## src/fra_pkg.sv

```systemverilog
// Package for the four-register ALU with divide.
// Holds widths, register indexes, opcodes, sequencer states and divider structs.
// No dependencies; used by every other file in src.
package fra_pkg;

  localparam int DATA_W    = 32;
  localparam int REG_IDX_W = 2;
  localparam int KIND_W    = 3;
  localparam int VIS_REGS  = 1 << REG_IDX_W;
  localparam int DIV_CNT_W = $clog2(DATA_W);

  localparam logic [REG_IDX_W-1:0] ACC_IDX = 2'd0;
  localparam logic [REG_IDX_W-1:0] REM_IDX = 2'd3;

  localparam logic [DATA_W-1:0] DATA_MIN  = {1'b1, {(DATA_W-1){1'b0}}};
  localparam logic [DATA_W-1:0] DATA_ONES = {DATA_W{1'b1}};

  // Instruction opcodes; codes 5..7 are no-ops
  typedef enum logic [KIND_W-1:0] {
    KIND_MOV = 3'd0,
    KIND_ADD = 3'd1,
    KIND_SUB = 3'd2,
    KIND_MUL = 3'd3,
    KIND_DIV = 3'd4
  } fra_kind_t;

  // Sequencer states
  typedef enum logic [2:0] {
    ST_IDLE,
    ST_EXEC,
    ST_MUL_WB,
    ST_DIV_WAIT,
    ST_OUT
  } fra_state_t;

  // Start request to the shared divider (unsigned magnitudes)
  typedef struct packed {
    logic              start;
    logic [DATA_W-1:0] dividend;
    logic [DATA_W-1:0] divisor;
  } fra_div_req_t;

  // Divider completion
  typedef struct packed {
    logic              done;
    logic [DATA_W-1:0] quotient;
    logic [DATA_W-1:0] remainder;
  } fra_div_resp_t;

endpackage

```

## src/fra_if.sv

```systemverilog
// Valid/ready channel interfaces for the four-register ALU.
// Depends on fra_pkg for field widths.
interface fra_in_if;
  logic                               valid;
  logic                               ready;
  logic [fra_pkg::KIND_W-1:0]         kind;
  logic                               use_immediate;
  logic [fra_pkg::REG_IDX_W-1:0]      dest_reg;
  logic [fra_pkg::REG_IDX_W-1:0]      src_reg;
  logic signed [fra_pkg::DATA_W-1:0]  immediate;

  modport source (output valid, kind, use_immediate, dest_reg, src_reg, immediate,
                  input ready);
  modport sink   (input valid, kind, use_immediate, dest_reg, src_reg, immediate,
                  output ready);
endinterface

interface fra_out_if;
  logic                               valid;
  logic                               ready;
  logic signed [fra_pkg::DATA_W-1:0]  reg_a;
  logic signed [fra_pkg::DATA_W-1:0]  reg_b;
  logic signed [fra_pkg::DATA_W-1:0]  reg_c;
  logic signed [fra_pkg::DATA_W-1:0]  reg_d;
  logic                               divide_error;

  modport source (output valid, reg_a, reg_b, reg_c, reg_d, divide_error, input ready);
  modport sink   (input valid, reg_a, reg_b, reg_c, reg_d, divide_error, output ready);
endinterface

```

## src/fra_div.sv

```systemverilog
// Iterative radix-2 restoring divider, one quotient bit per cycle.
// Unsigned operands; depends on fra_pkg for widths and request/response structs.
module fra_div (
  input  logic                   clk,
  input  logic                   rst_n,
  input  fra_pkg::fra_div_req_t  req,
  output fra_pkg::fra_div_resp_t resp
);

  logic                            busy_r, busy_nxt;
  logic                            done_r, done_nxt;
  logic [fra_pkg::DIV_CNT_W-1:0]   cnt_r, cnt_nxt;
  logic [fra_pkg::DATA_W-1:0]      rem_r, rem_nxt;
  logic [fra_pkg::DATA_W-1:0]      quo_r, quo_nxt;
  logic [fra_pkg::DATA_W-1:0]      dvs_r, dvs_nxt;

  logic [fra_pkg::DATA_W:0]        shifted;
  logic [fra_pkg::DATA_W:0]        diff;
  logic                            fits;

  // One restoring step: shift in next dividend bit, trial subtract
  always_comb begin
    shifted = {rem_r, quo_r[fra_pkg::DATA_W-1]};
    diff    = shifted - {1'b0, dvs_r};
    fits    = ~diff[fra_pkg::DATA_W];
  end

  // Step sequencing; quotient register doubles as dividend shifter
  always_comb begin
    busy_nxt = busy_r;
    done_nxt = 1'b0;
    cnt_nxt  = cnt_r;
    rem_nxt  = rem_r;
    quo_nxt  = quo_r;
    dvs_nxt  = dvs_r;
    if (req.start) begin
      busy_nxt = 1'b1;
      cnt_nxt  = '0;
      rem_nxt  = '0;
      quo_nxt  = req.dividend;
      dvs_nxt  = req.divisor;
    end else if (busy_r) begin
      rem_nxt = fits ? diff[fra_pkg::DATA_W-1:0] : shifted[fra_pkg::DATA_W-1:0];
      quo_nxt = {quo_r[fra_pkg::DATA_W-2:0], fits};
      cnt_nxt = cnt_r + fra_pkg::DIV_CNT_W'(1);
      if (cnt_r == {fra_pkg::DIV_CNT_W{1'b1}}) begin
        busy_nxt = 1'b0;
        done_nxt = 1'b1;
      end
    end
  end

  always_ff @(posedge clk) begin
    if (!rst_n) begin
      busy_r <= 1'b0;
      done_r <= 1'b0;
      cnt_r  <= '0;
    end else begin
      busy_r <= busy_nxt;
      done_r <= done_nxt;
      cnt_r  <= cnt_nxt;
    end
  end

  // Datapath, no reset needed
  always_ff @(posedge clk) begin
    rem_r <= rem_nxt;
    quo_r <= quo_nxt;
    dvs_r <= dvs_nxt;
  end

  assign resp.done      = done_r;
  assign resp.quotient  = quo_r;
  assign resp.remainder = rem_r;

endmodule

```

## src/four_register_alu_with_divide.sv

```systemverilog
// Top level: four-register ALU with sequencer, register file and shared divider.
// Depends on fra_pkg, fra_if (fra_in_if, fra_out_if) and fra_div.
//
//   channel  | direction | handshake   | payload
//   ---------+-----------+-------------+--------------------------------------------------
//   in_ch    | in        | valid/ready | kind, use_immediate, dest_reg, src_reg, immediate
//   out_ch   | out       | valid/ready | reg_a..reg_d, divide_error
//
// One instruction at a time; in_ch.ready is high only in ST_IDLE.
// From accept, move/add/subtract/no-op and a refused divide go ST_EXEC, then ST_OUT;
// multiply goes ST_EXEC, ST_MUL_WB (product registered before writeback), then ST_OUT;
// divide goes ST_EXEC (setup), ST_DIV_WAIT (single-bit steps of the shared divider
// until its done strobe), then ST_OUT.
// Output waits in ST_OUT until taken. Sync active-low reset clears registers and sequencer.
module four_register_alu_with_divide (
  input  logic       clk,
  input  logic       rst_n,
  fra_in_if.sink     in_ch,
  fra_out_if.source  out_ch
);

  fra_pkg::fra_state_t                state_r, state_nxt;
  logic [fra_pkg::DATA_W-1:0]         rf_r   [fra_pkg::VIS_REGS];
  logic [fra_pkg::DATA_W-1:0]         rf_nxt [fra_pkg::VIS_REGS];

  logic [fra_pkg::KIND_W-1:0]         kind_r;
  logic                               use_imm_r;
  logic [fra_pkg::REG_IDX_W-1:0]      dst_r;
  logic [fra_pkg::REG_IDX_W-1:0]      src_r;
  logic [fra_pkg::DATA_W-1:0]         imm_r;
  logic [fra_pkg::DATA_W-1:0]         prod_r, prod_nxt;
  logic                               err_r, err_nxt;
  logic                               neg_q_r, neg_q_nxt;
  logic                               neg_rem_r, neg_rem_nxt;

  logic                               in_fire;
  logic [fra_pkg::DATA_W-1:0]         operand;
  logic [fra_pkg::DATA_W-1:0]         acc;
  logic                               div_bad;
  fra_pkg::fra_div_req_t              div_req;
  fra_pkg::fra_div_resp_t             div_resp;

  assign in_fire = in_ch.valid && in_ch.ready;
  assign operand = use_imm_r ? imm_r : rf_r[src_r];
  assign acc     = rf_r[fra_pkg::ACC_IDX];
  assign div_bad = (operand == '0) ||
                   ((acc == fra_pkg::DATA_MIN) && (operand == fra_pkg::DATA_ONES));

  // Shared divider
  fra_div u_div (
    .clk   (clk),
    .rst_n (rst_n),
    .req   (div_req),
    .resp  (div_resp)
  );

  // Next state
  always_comb begin
    state_nxt = state_r;
    case (state_r)
      fra_pkg::ST_IDLE: begin
        if (in_fire) state_nxt = fra_pkg::ST_EXEC;
      end
      fra_pkg::ST_EXEC: begin
        case (fra_pkg::fra_kind_t'(kind_r))
          fra_pkg::KIND_MUL: state_nxt = fra_pkg::ST_MUL_WB;
          fra_pkg::KIND_DIV: state_nxt = div_bad ? fra_pkg::ST_OUT : fra_pkg::ST_DIV_WAIT;
          default:           state_nxt = fra_pkg::ST_OUT;
        endcase
      end
      fra_pkg::ST_MUL_WB: state_nxt = fra_pkg::ST_OUT;
      fra_pkg::ST_DIV_WAIT: begin
        if (div_resp.done) state_nxt = fra_pkg::ST_OUT;
      end
      fra_pkg::ST_OUT: begin
        if (out_ch.ready) state_nxt = fra_pkg::ST_IDLE;
      end
      default: state_nxt = fra_pkg::ST_IDLE;
    endcase
  end

  // Outputs and divider start
  always_comb begin
    in_ch.ready         = (state_r == fra_pkg::ST_IDLE);
    out_ch.valid        = (state_r == fra_pkg::ST_OUT);
    out_ch.reg_a        = rf_r[0];
    out_ch.reg_b        = rf_r[1];
    out_ch.reg_c        = rf_r[2];
    out_ch.reg_d        = rf_r[3];
    out_ch.divide_error = err_r;
    div_req.start       = (state_r == fra_pkg::ST_EXEC) &&
                          (fra_pkg::fra_kind_t'(kind_r) == fra_pkg::KIND_DIV) && !div_bad;
    div_req.dividend    = acc[fra_pkg::DATA_W-1] ? (fra_pkg::DATA_W'(0) - acc) : acc;
    div_req.divisor     = operand[fra_pkg::DATA_W-1] ? (fra_pkg::DATA_W'(0) - operand)
                                                      : operand;
  end

  // Execute-stage bookkeeping: error flag, signs, product
  always_comb begin
    err_nxt     = err_r;
    neg_q_nxt   = neg_q_r;
    neg_rem_nxt = neg_rem_r;
    prod_nxt    = prod_r;
    if (state_r == fra_pkg::ST_EXEC) begin
      err_nxt     = (fra_pkg::fra_kind_t'(kind_r) == fra_pkg::KIND_DIV) && div_bad;
      neg_q_nxt   = acc[fra_pkg::DATA_W-1] ^ operand[fra_pkg::DATA_W-1];
      neg_rem_nxt = acc[fra_pkg::DATA_W-1];
      prod_nxt    = acc * operand;
    end
  end

  // Register file writeback
  always_comb begin
    rf_nxt = rf_r;
    case (state_r)
      fra_pkg::ST_EXEC: begin
        case (fra_pkg::fra_kind_t'(kind_r))
          fra_pkg::KIND_MOV: rf_nxt[dst_r] = operand;
          fra_pkg::KIND_ADD: rf_nxt[dst_r] = rf_r[dst_r] + operand;
          fra_pkg::KIND_SUB: rf_nxt[dst_r] = rf_r[dst_r] - operand;
          default: ;
        endcase
      end
      fra_pkg::ST_MUL_WB: rf_nxt[fra_pkg::ACC_IDX] = prod_r;
      fra_pkg::ST_DIV_WAIT: begin
        if (div_resp.done) begin
          rf_nxt[fra_pkg::ACC_IDX] = neg_q_r ? (fra_pkg::DATA_W'(0) - div_resp.quotient)
                                             : div_resp.quotient;
          rf_nxt[fra_pkg::REM_IDX] = neg_rem_r ? (fra_pkg::DATA_W'(0) - div_resp.remainder)
                                               : div_resp.remainder;
        end
      end
      default: ;
    endcase
  end

  // Control state and register file
  always_ff @(posedge clk) begin
    if (!rst_n) begin
      state_r <= fra_pkg::ST_IDLE;
      err_r   <= 1'b0;
      for (int i = 0; i < fra_pkg::VIS_REGS; i++) rf_r[i] <= '0;
    end else begin
      state_r <= state_nxt;
      err_r   <= err_nxt;
      rf_r    <= rf_nxt;
    end
  end

  // Instruction latch and execute payload
  always_ff @(posedge clk) begin
    if (in_fire) begin
      kind_r    <= in_ch.kind;
      use_imm_r <= in_ch.use_immediate;
      dst_r     <= in_ch.dest_reg;
      src_r     <= in_ch.src_reg;
      imm_r     <= in_ch.immediate;
    end
    prod_r    <= prod_nxt;
    neg_q_r   <= neg_q_nxt;
    neg_rem_r <= neg_rem_nxt;
  end

endmodule

```

## src/flat_wrapper.sv

```systemverilog
// flat-port wrapper written by rule: the top's interface ports become plain ports
module four_register_alu_with_divide_flat 
  (clk, rst_n, in_ch_valid, in_ch_kind, in_ch_use_immediate, in_ch_dest_reg, in_ch_src_reg, in_ch_immediate, in_ch_ready, out_ch_valid, out_ch_reg_a, out_ch_reg_b, out_ch_reg_c, out_ch_reg_d, out_ch_divide_error, out_ch_ready);
  fra_in_if in_ch_i ();
  fra_out_if out_ch_i ();
  input  logic clk;
  input  logic rst_n;
  input wire logic [$bits(in_ch_i.valid)-1:0] in_ch_valid;
  input wire logic [$bits(in_ch_i.kind)-1:0] in_ch_kind;
  input wire logic [$bits(in_ch_i.use_immediate)-1:0] in_ch_use_immediate;
  input wire logic [$bits(in_ch_i.dest_reg)-1:0] in_ch_dest_reg;
  input wire logic [$bits(in_ch_i.src_reg)-1:0] in_ch_src_reg;
  input wire logic [$bits(in_ch_i.immediate)-1:0] in_ch_immediate;
  output wire logic [$bits(in_ch_i.ready)-1:0] in_ch_ready;
  output wire logic [$bits(out_ch_i.valid)-1:0] out_ch_valid;
  output wire logic [$bits(out_ch_i.reg_a)-1:0] out_ch_reg_a;
  output wire logic [$bits(out_ch_i.reg_b)-1:0] out_ch_reg_b;
  output wire logic [$bits(out_ch_i.reg_c)-1:0] out_ch_reg_c;
  output wire logic [$bits(out_ch_i.reg_d)-1:0] out_ch_reg_d;
  output wire logic [$bits(out_ch_i.divide_error)-1:0] out_ch_divide_error;
  input wire logic [$bits(out_ch_i.ready)-1:0] out_ch_ready;
  assign in_ch_i.valid = in_ch_valid;
  assign in_ch_i.kind = in_ch_kind;
  assign in_ch_i.use_immediate = in_ch_use_immediate;
  assign in_ch_i.dest_reg = in_ch_dest_reg;
  assign in_ch_i.src_reg = in_ch_src_reg;
  assign in_ch_i.immediate = in_ch_immediate;
  assign in_ch_ready = in_ch_i.ready;
  assign out_ch_valid = out_ch_i.valid;
  assign out_ch_reg_a = out_ch_i.reg_a;
  assign out_ch_reg_b = out_ch_i.reg_b;
  assign out_ch_reg_c = out_ch_i.reg_c;
  assign out_ch_reg_d = out_ch_i.reg_d;
  assign out_ch_divide_error = out_ch_i.divide_error;
  assign out_ch_i.ready = out_ch_ready;
  four_register_alu_with_divide u_core (.clk(clk), .rst_n(rst_n), .in_ch(in_ch_i), .out_ch(out_ch_i));
endmodule
```

## config.mk

```make
export PLATFORM = sky130hd
export DESIGN_NAME = four_register_alu_with_divide_flat
export DESIGN_NICKNAME = d
export VERILOG_FILES = /design/src/fra_pkg.sv /design/src/fra_if.sv /design/src/fra_div.sv /design/src/four_register_alu_with_divide.sv /design/src/flat_wrapper.sv
export SDC_FILE = /design/constraint.sdc
export NUM_CORES = 2
export LEC_CHECK = 0
export BUFFER_PORTS_ARGS = -buffer_cell sky130_fd_sc_hd__clkbuf_2
export CORE_UTILIZATION = 35
export DETAILED_ROUTE_END_ITERATION = 10
export GPL_TIMING_DRIVEN = 0
export SYNTH_ARGS = -nofsm -noshare
export SYNTH_HDL_FRONTEND = slang
export SYNTH_SLANG_ARGS = --single-unit
```

## constraint.sdc

```tcl
create_clock -name clk -period 25.4 [get_ports clk]
set_input_delay 5.08 -clock clk [delete_from_list [all_inputs] [get_ports clk]]
set_output_delay 5.08 -clock clk [all_outputs]
set_load 0.1 [all_outputs]
```

After elaboration in Yosys (flattened, before gate mapping)
Index checks and enable logic that the tools add are counted.

Add/subtract/negate cells: 8. Multipliers: 1. Magnitude comparators: 3. Eq/ne operators: 15. Muxes and demuxes: 34. Bitwise gates (word level): 6. Reductions and logical operators: 21.

Operators with widths (count): 32-bit 2-to-1 mux (14); 128-bit bitwise mux (3); 128-bit one-hot mux with 3 select lines (1); 32-bit binary-select mux with 2-bit select (2); 1-bit by 32-bit subtractor with 32-bit output (first input constant) (4); 32-bit one-hot mux with 3 select lines (1); 32-bit demux with 2-bit select (1); 32-bit equality test (second input constant) (2); 32-bit one-hot mux with 2 select lines (1); 33-bit by 32-bit subtractor with 33-bit output (1); 32-bit adder (1); 32-bit zero test (1); 32-bit by 32-bit multiplier with 32-bit output (1); 32-bit subtractor (1); 31-bit 2-to-1 mux (1); 3-bit one-hot mux with 5 select lines (1); 3-bit by 2-bit equality test with 1-bit output (second input constant) (4); 3-bit 2-to-1 mux (4); 3-bit AND reduction (3); 3-bit by 1-bit equality test with 1-bit output (second input constant) (2); 3-bit equality test (second input constant) (2); 3-bit greater-or-equal comparator (second input constant) (2); 1-bit logical AND (6); 3-bit zero test (2); 18 further kinds (27).

Flip-flop bits (word level): 309. Word-level logic and storage cells: 109.

Longest topological paths before layout
Depth after elaboration: 11. Mapped depth: 33. Gate-level depth less buffers: 29.

Cells and area by module
A second synthesis with hierarchy kept.

Cells, all modules: 4544. Area, all modules: 39302.7 µm².

Modules (own cells, without submodules): four_register_alu_with_divide (instances 1, cells an instance 3989, area an instance 33483.4 µm², seq. area each 4864.7 µm²); fra_div (instances 1, cells an instance 555, area an instance 5819.3 µm², seq. area each 2702.6 µm²).

Worst setup path after synthesis
OpenSTA, ideal clock, no wires.

Kind: reg2reg. Start: register u_core.rf_r, in the netlist u_core.out_ch.reg_a[2]. End: register u_core.prod_r[31] (netlist name) (data pin). Arrival: 8.297 ns. Slack: 16.843 ns. Cell stages (with the launch flop): 27. Buffers on the path: 3. Clock period less this slack: 8.557 ns. Path through: dfxtp_1 > clkbuf_1 > mux4_2 > mux2i_2 > inv_1 > clkbuf_1 > clkbuf_1 > nand2_1 > fa_1 > fa_1 > fa_1 > fa_1 > inv_1 > fa_1 > inv_1 > fa_1 > inv_1 > fa_1 > fa_1 > ha_1 > or4_1 > o221a_2 > o21a_1 > a211o_1 > a21oi_1 > o21ai_0 > xnor2_1.

Word-level cells in the longest chain between the ends: 5.

RTL lines: start, declared (RTL line four_register_alu_with_divide.sv:23) `logic [fra_pkg::DATA_W-1:0] rf_r [fra_pkg::VIS_REGS];`; start signal, assigned (RTL line four_register_alu_with_divide.sv:146) `rf_r <= rf_nxt;`; 32-bit binary-select mux with 2-bit select (RTL line four_register_alu_with_divide.sv:44) `assign operand = use_imm_r ? imm_r : rf_r[src_r];`; 32-bit 2-to-1 mux (not written as such) (2 in a row) (RTL line four_register_alu_with_divide.sv:44); 32-bit 2-to-1 mux (RTL line four_register_alu_with_divide.sv:44); 32-bit by 32-bit multiplier with 32-bit output (*) (RTL line four_register_alu_with_divide.sv:108) `prod_nxt = acc * operand;`; end signal, assigned (RTL line four_register_alu_with_divide.sv:159) `prod_r <= prod_nxt;`; end, declared (RTL line four_register_alu_with_divide.sv:31) `logic [fra_pkg::DATA_W-1:0] prod_r, prod_nxt;`.

Every way passes the cells marked *; elsewhere a longest branch is shown, timed or not. The select of a mux whose other input is x is not followed. A chain may end at the register's enable or synchronous reset.

Final worst setup path
Start: register u_core.src_r[1] (netlist name). End: register u_core.prod_r[31] (netlist name) (data pin).

Word-level cells in the longest chain between the ends: 6.

RTL lines: start, declared (RTL line four_register_alu_with_divide.sv:29) `logic [fra_pkg::REG_IDX_W-1:0] src_r;`; start signal, assigned (RTL line four_register_alu_with_divide.sv:156) `src_r <= in_ch.src_reg;`; 2-bit NOT with 3-bit output (not written as such) (RTL line four_register_alu_with_divide.sv:44); 32-bit binary-select mux with 2-bit select (RTL line four_register_alu_with_divide.sv:44); 32-bit 2-to-1 mux (not written as such) (2 in a row) (RTL line four_register_alu_with_divide.sv:44); 32-bit 2-to-1 mux (RTL line four_register_alu_with_divide.sv:44); 32-bit by 32-bit multiplier with 32-bit output (RTL line four_register_alu_with_divide.sv:108).

No other way between the ends. The select of a mux whose other input is x is not followed.

==> metrics.cfg <==
[finish]
drive_above_1_share = 0.0960
final_area_um2 = 42500
fillers = 11100
areaGrowthSynthToFinish_pct = 11.0
fin_nets = 5191

[synth]
syn_inst = 4289
netlist_top_cells_count = inv_1 (498), fa_1 (411), nand2_1 (387), nor2_1 (316), clkbuf_1 (249)
synth_top_area_share = 0.215
yosysSeqAreaShare = 0.197
synth_area_leader_cell = fa_1
synth-seq-cells = 309
synthFlopType = dfxtp_1
synth_fp_nets = 4968
avgSynthCellArea_um2 = 8.94
synth_most_common_cell = inv_1
async_flop_share = 0
ys_types = 90
synth_edf_count = 138
ys_warn_count = 0
synth_area_leaders = fa_1 (21%), edfxtp_1 (11%), dfxtp_1 (8.9%)
syn_area_um2 = 38300

[drt]
drt_wl_total_um = 196000
ant_nets = 0
dr.pass1.iters = 9
routed_via_density = 6.06
drc = 0
wl_per_cell_um = 32.9
drt_iter0_markers = 5162
via_count = 36100

[timing]
timing.final.ws_setup_ps = 13170
fmax_ghz = 0.0818
rsz0062_at_grt = false
timing_hold_violations_final = 0
finalCritPeriodShare = 0.481
setup_violations = 0
slew_headroom = -0.130
layout_min_cycle_time_ps = 12230
fin_hold_ws_ps = 516
worst_pin_slew_ps = 1690
tns_ps = 0
slew_viol_final = 58
skew_ps = 42.2

[global_route]
grt_util_all_layers = 0.348
antenna_found_initial = 14
grt_pass1_wl_um = 271000
grt_pass1_vias = 34600
grt_max_degree = 42
grt_remaining_overflow = 0

[run_status]
status = finished, violations left
violations = capacitance limit, slew limit

[worst_setup_path]
start_kind = flip-flop
crit_required_ps = 25690
endpoint_kind = flip-flop
worst_ep_arrival_time_ps = 12510
max_stage_delay_ps = 1090
critPathSlowestCell = mux2i_2
cpMostUsedCell = fa_1
crit_type = reg -> reg
path_max_fanout = 10

[placed_design]
dpl_cell_area_um2 = 41200
pre_cts_ws_ps = 13590
dp_hpwl_um = 157000
port_buffers = 174
finalWeightedCongestion = 1.05

[clock_network]
numCtsBuffers = 38
htree_levels = 2
cts_buffer_depth = 3
cts_resized = 0
cts_tree = built
clock_sinks = 309
cts_root_buf = clkbuf_16
post_cts_buffers = 0
cts_hold_buf = 0
clk_latency_ps = 610
cts.clk_slew.worst_paths_ps = 60

[die]
die_y_um = 333
die_area_um2 = 111000
rows = 121
io_pins = 175
start_util = 0.353
core_area_um2 = 109000
die_x_um = 333

[flow_run]
maxCapViolations = 7

[pwr]
ir_drop_mv = 0.0475
finalPower_mw = 2.44
p_leak_nw = 17.9
powerDensity_nw_per_um2 = 57.3

[hold_path]
hold_class = reg -> reg

## state kept, by name (all words and copies together), names as in the netlist, 2 cells and up
register and cells:
u_core.dst_r 2, u_core.imm_r 32, u_core.kind_r 3, u_core.out_ch.reg_a 32, u_core.out_ch.reg_b 32, u_core.out_ch.reg_c 32
u_core.out_ch.reg_d 32, u_core.prod_r 32, u_core.src_r 2, u_core.state_r 3, u_core.u_div.cnt_r 5, u_core.u_div.dvs_r 32
u_core.u_div.quo_r 32, u_core.u_div.rem_r 32
## report_power, final
part | total [mW] | switching (mW) | internal (mW)
Clock | 0.609 | 0.259 | 0.350
Combinational | 1.17 | 0.780 | 0.386
Sequential | 0.661 | 0.0838 | 0.577
## placed cells by master (no fill, tap or decap), types with 24 or more instances in the layout
cell       instances
inv_1            498
fa_1             411
nand2_1          387
nor2_1           316
clkbuf_1         253
a21oi_1          231
ha_1             224
and2_1           213
o21ai_0          195
clkbuf_2         174
dfxtp_1          171
xnor2_1          161
edfxtp_1         138
nor2b_1           89
xor2_1            78
mux4_2            64
a211oi_1          58
mux2i_1           50
nand3_1           48
a21o_1            39
clkbuf_16         39
o31ai_1           37
a31oi_1           32
nor3_1            30
a221oi_1          30
or3_1             28
o22ai_1           25
o21a_1            24
o221ai_1          24
a211oi_2          24
## path summary, 6_finish.rpt
kind / start / to / cells past startpoint / slack, ps
worst min-delay path: u_core.u_div.cnt_r[3]$_SDFFE_PP0P_ / u_core.u_div.cnt_r[3]$_SDFFE_PP0P_ / 2 / 520
worst max-delay path: u_core.src_r[1]$_DFFE_PP_ / u_core.prod_r[31]$_DFFE_PN_ / 27 / 13170
worst min register to register: u_core.u_div.cnt_r[3]$_SDFFE_PP0P_ / u_core.u_div.cnt_r[3]$_SDFFE_PP0P_ / 2 / 520
worst max register to register: u_core.src_r[1]$_DFFE_PP_ / u_core.prod_r[31]$_DFFE_PN_ / 27 / 13170
## per-layer routing
metal	vias to the layer above	GRT usage	routed length [um]
li1	15000	-	-
met1	18100	0.458	76600
met2	2434	0.504	80700
met3	539	0.107	24600
met4	14	0.192	13700
met5	-	0.00130	111
## layout make-up
type                    instances  area, um2  share of cell area
flip-flops and latches        309       7570               0.178
multi-input cells            3180      27800               0.652
repair buffers                183       1010              0.0238
clock buffers                  44       1000              0.0236
well taps                    1414       1770              0.0416
diodes                          3       7.51            0.000177
inverters                     515       1930              0.0455
clock inverters                26        340             0.00800
plain buffers                 285       1150              0.0269
## worst max-delay path: cells and delay by family (launching register included)
family	cells	cell delay [ps]
compound gates	7	3070
xor+xnor	1	110
fa+ha+maj	9	3790
buf+inv	6	2080
flops	1	550
mux	2	1640
simple gates	2	580
## cells by family (layout without fill, tap and decap cells)
kind of cell	Yosys count	in the layout	synth area share
compound gates	910	910	0.159
fa+ha+maj	635	635	0.288
mux	139	139	0.0601
buf+inv	800	1053	0.0803
simple gates	1257	1257	0.161
xor+xnor	239	239	0.0546
other cells	0	3	0
flops	309	309	0.197
## stage by stage
| stage | util | std cells |
|---|---|---|
| floorplan | - | 4289 |
| global placement | 0.377 | 5877 |
| detailed placement | 0.379 | 5886 |
| CTS | 0.391 | 5956 |
| global route | 0.391 | 5956 |
| finish | 0.391 | 5959 |
Note: power is estimated with default switching activity, not from simulation.
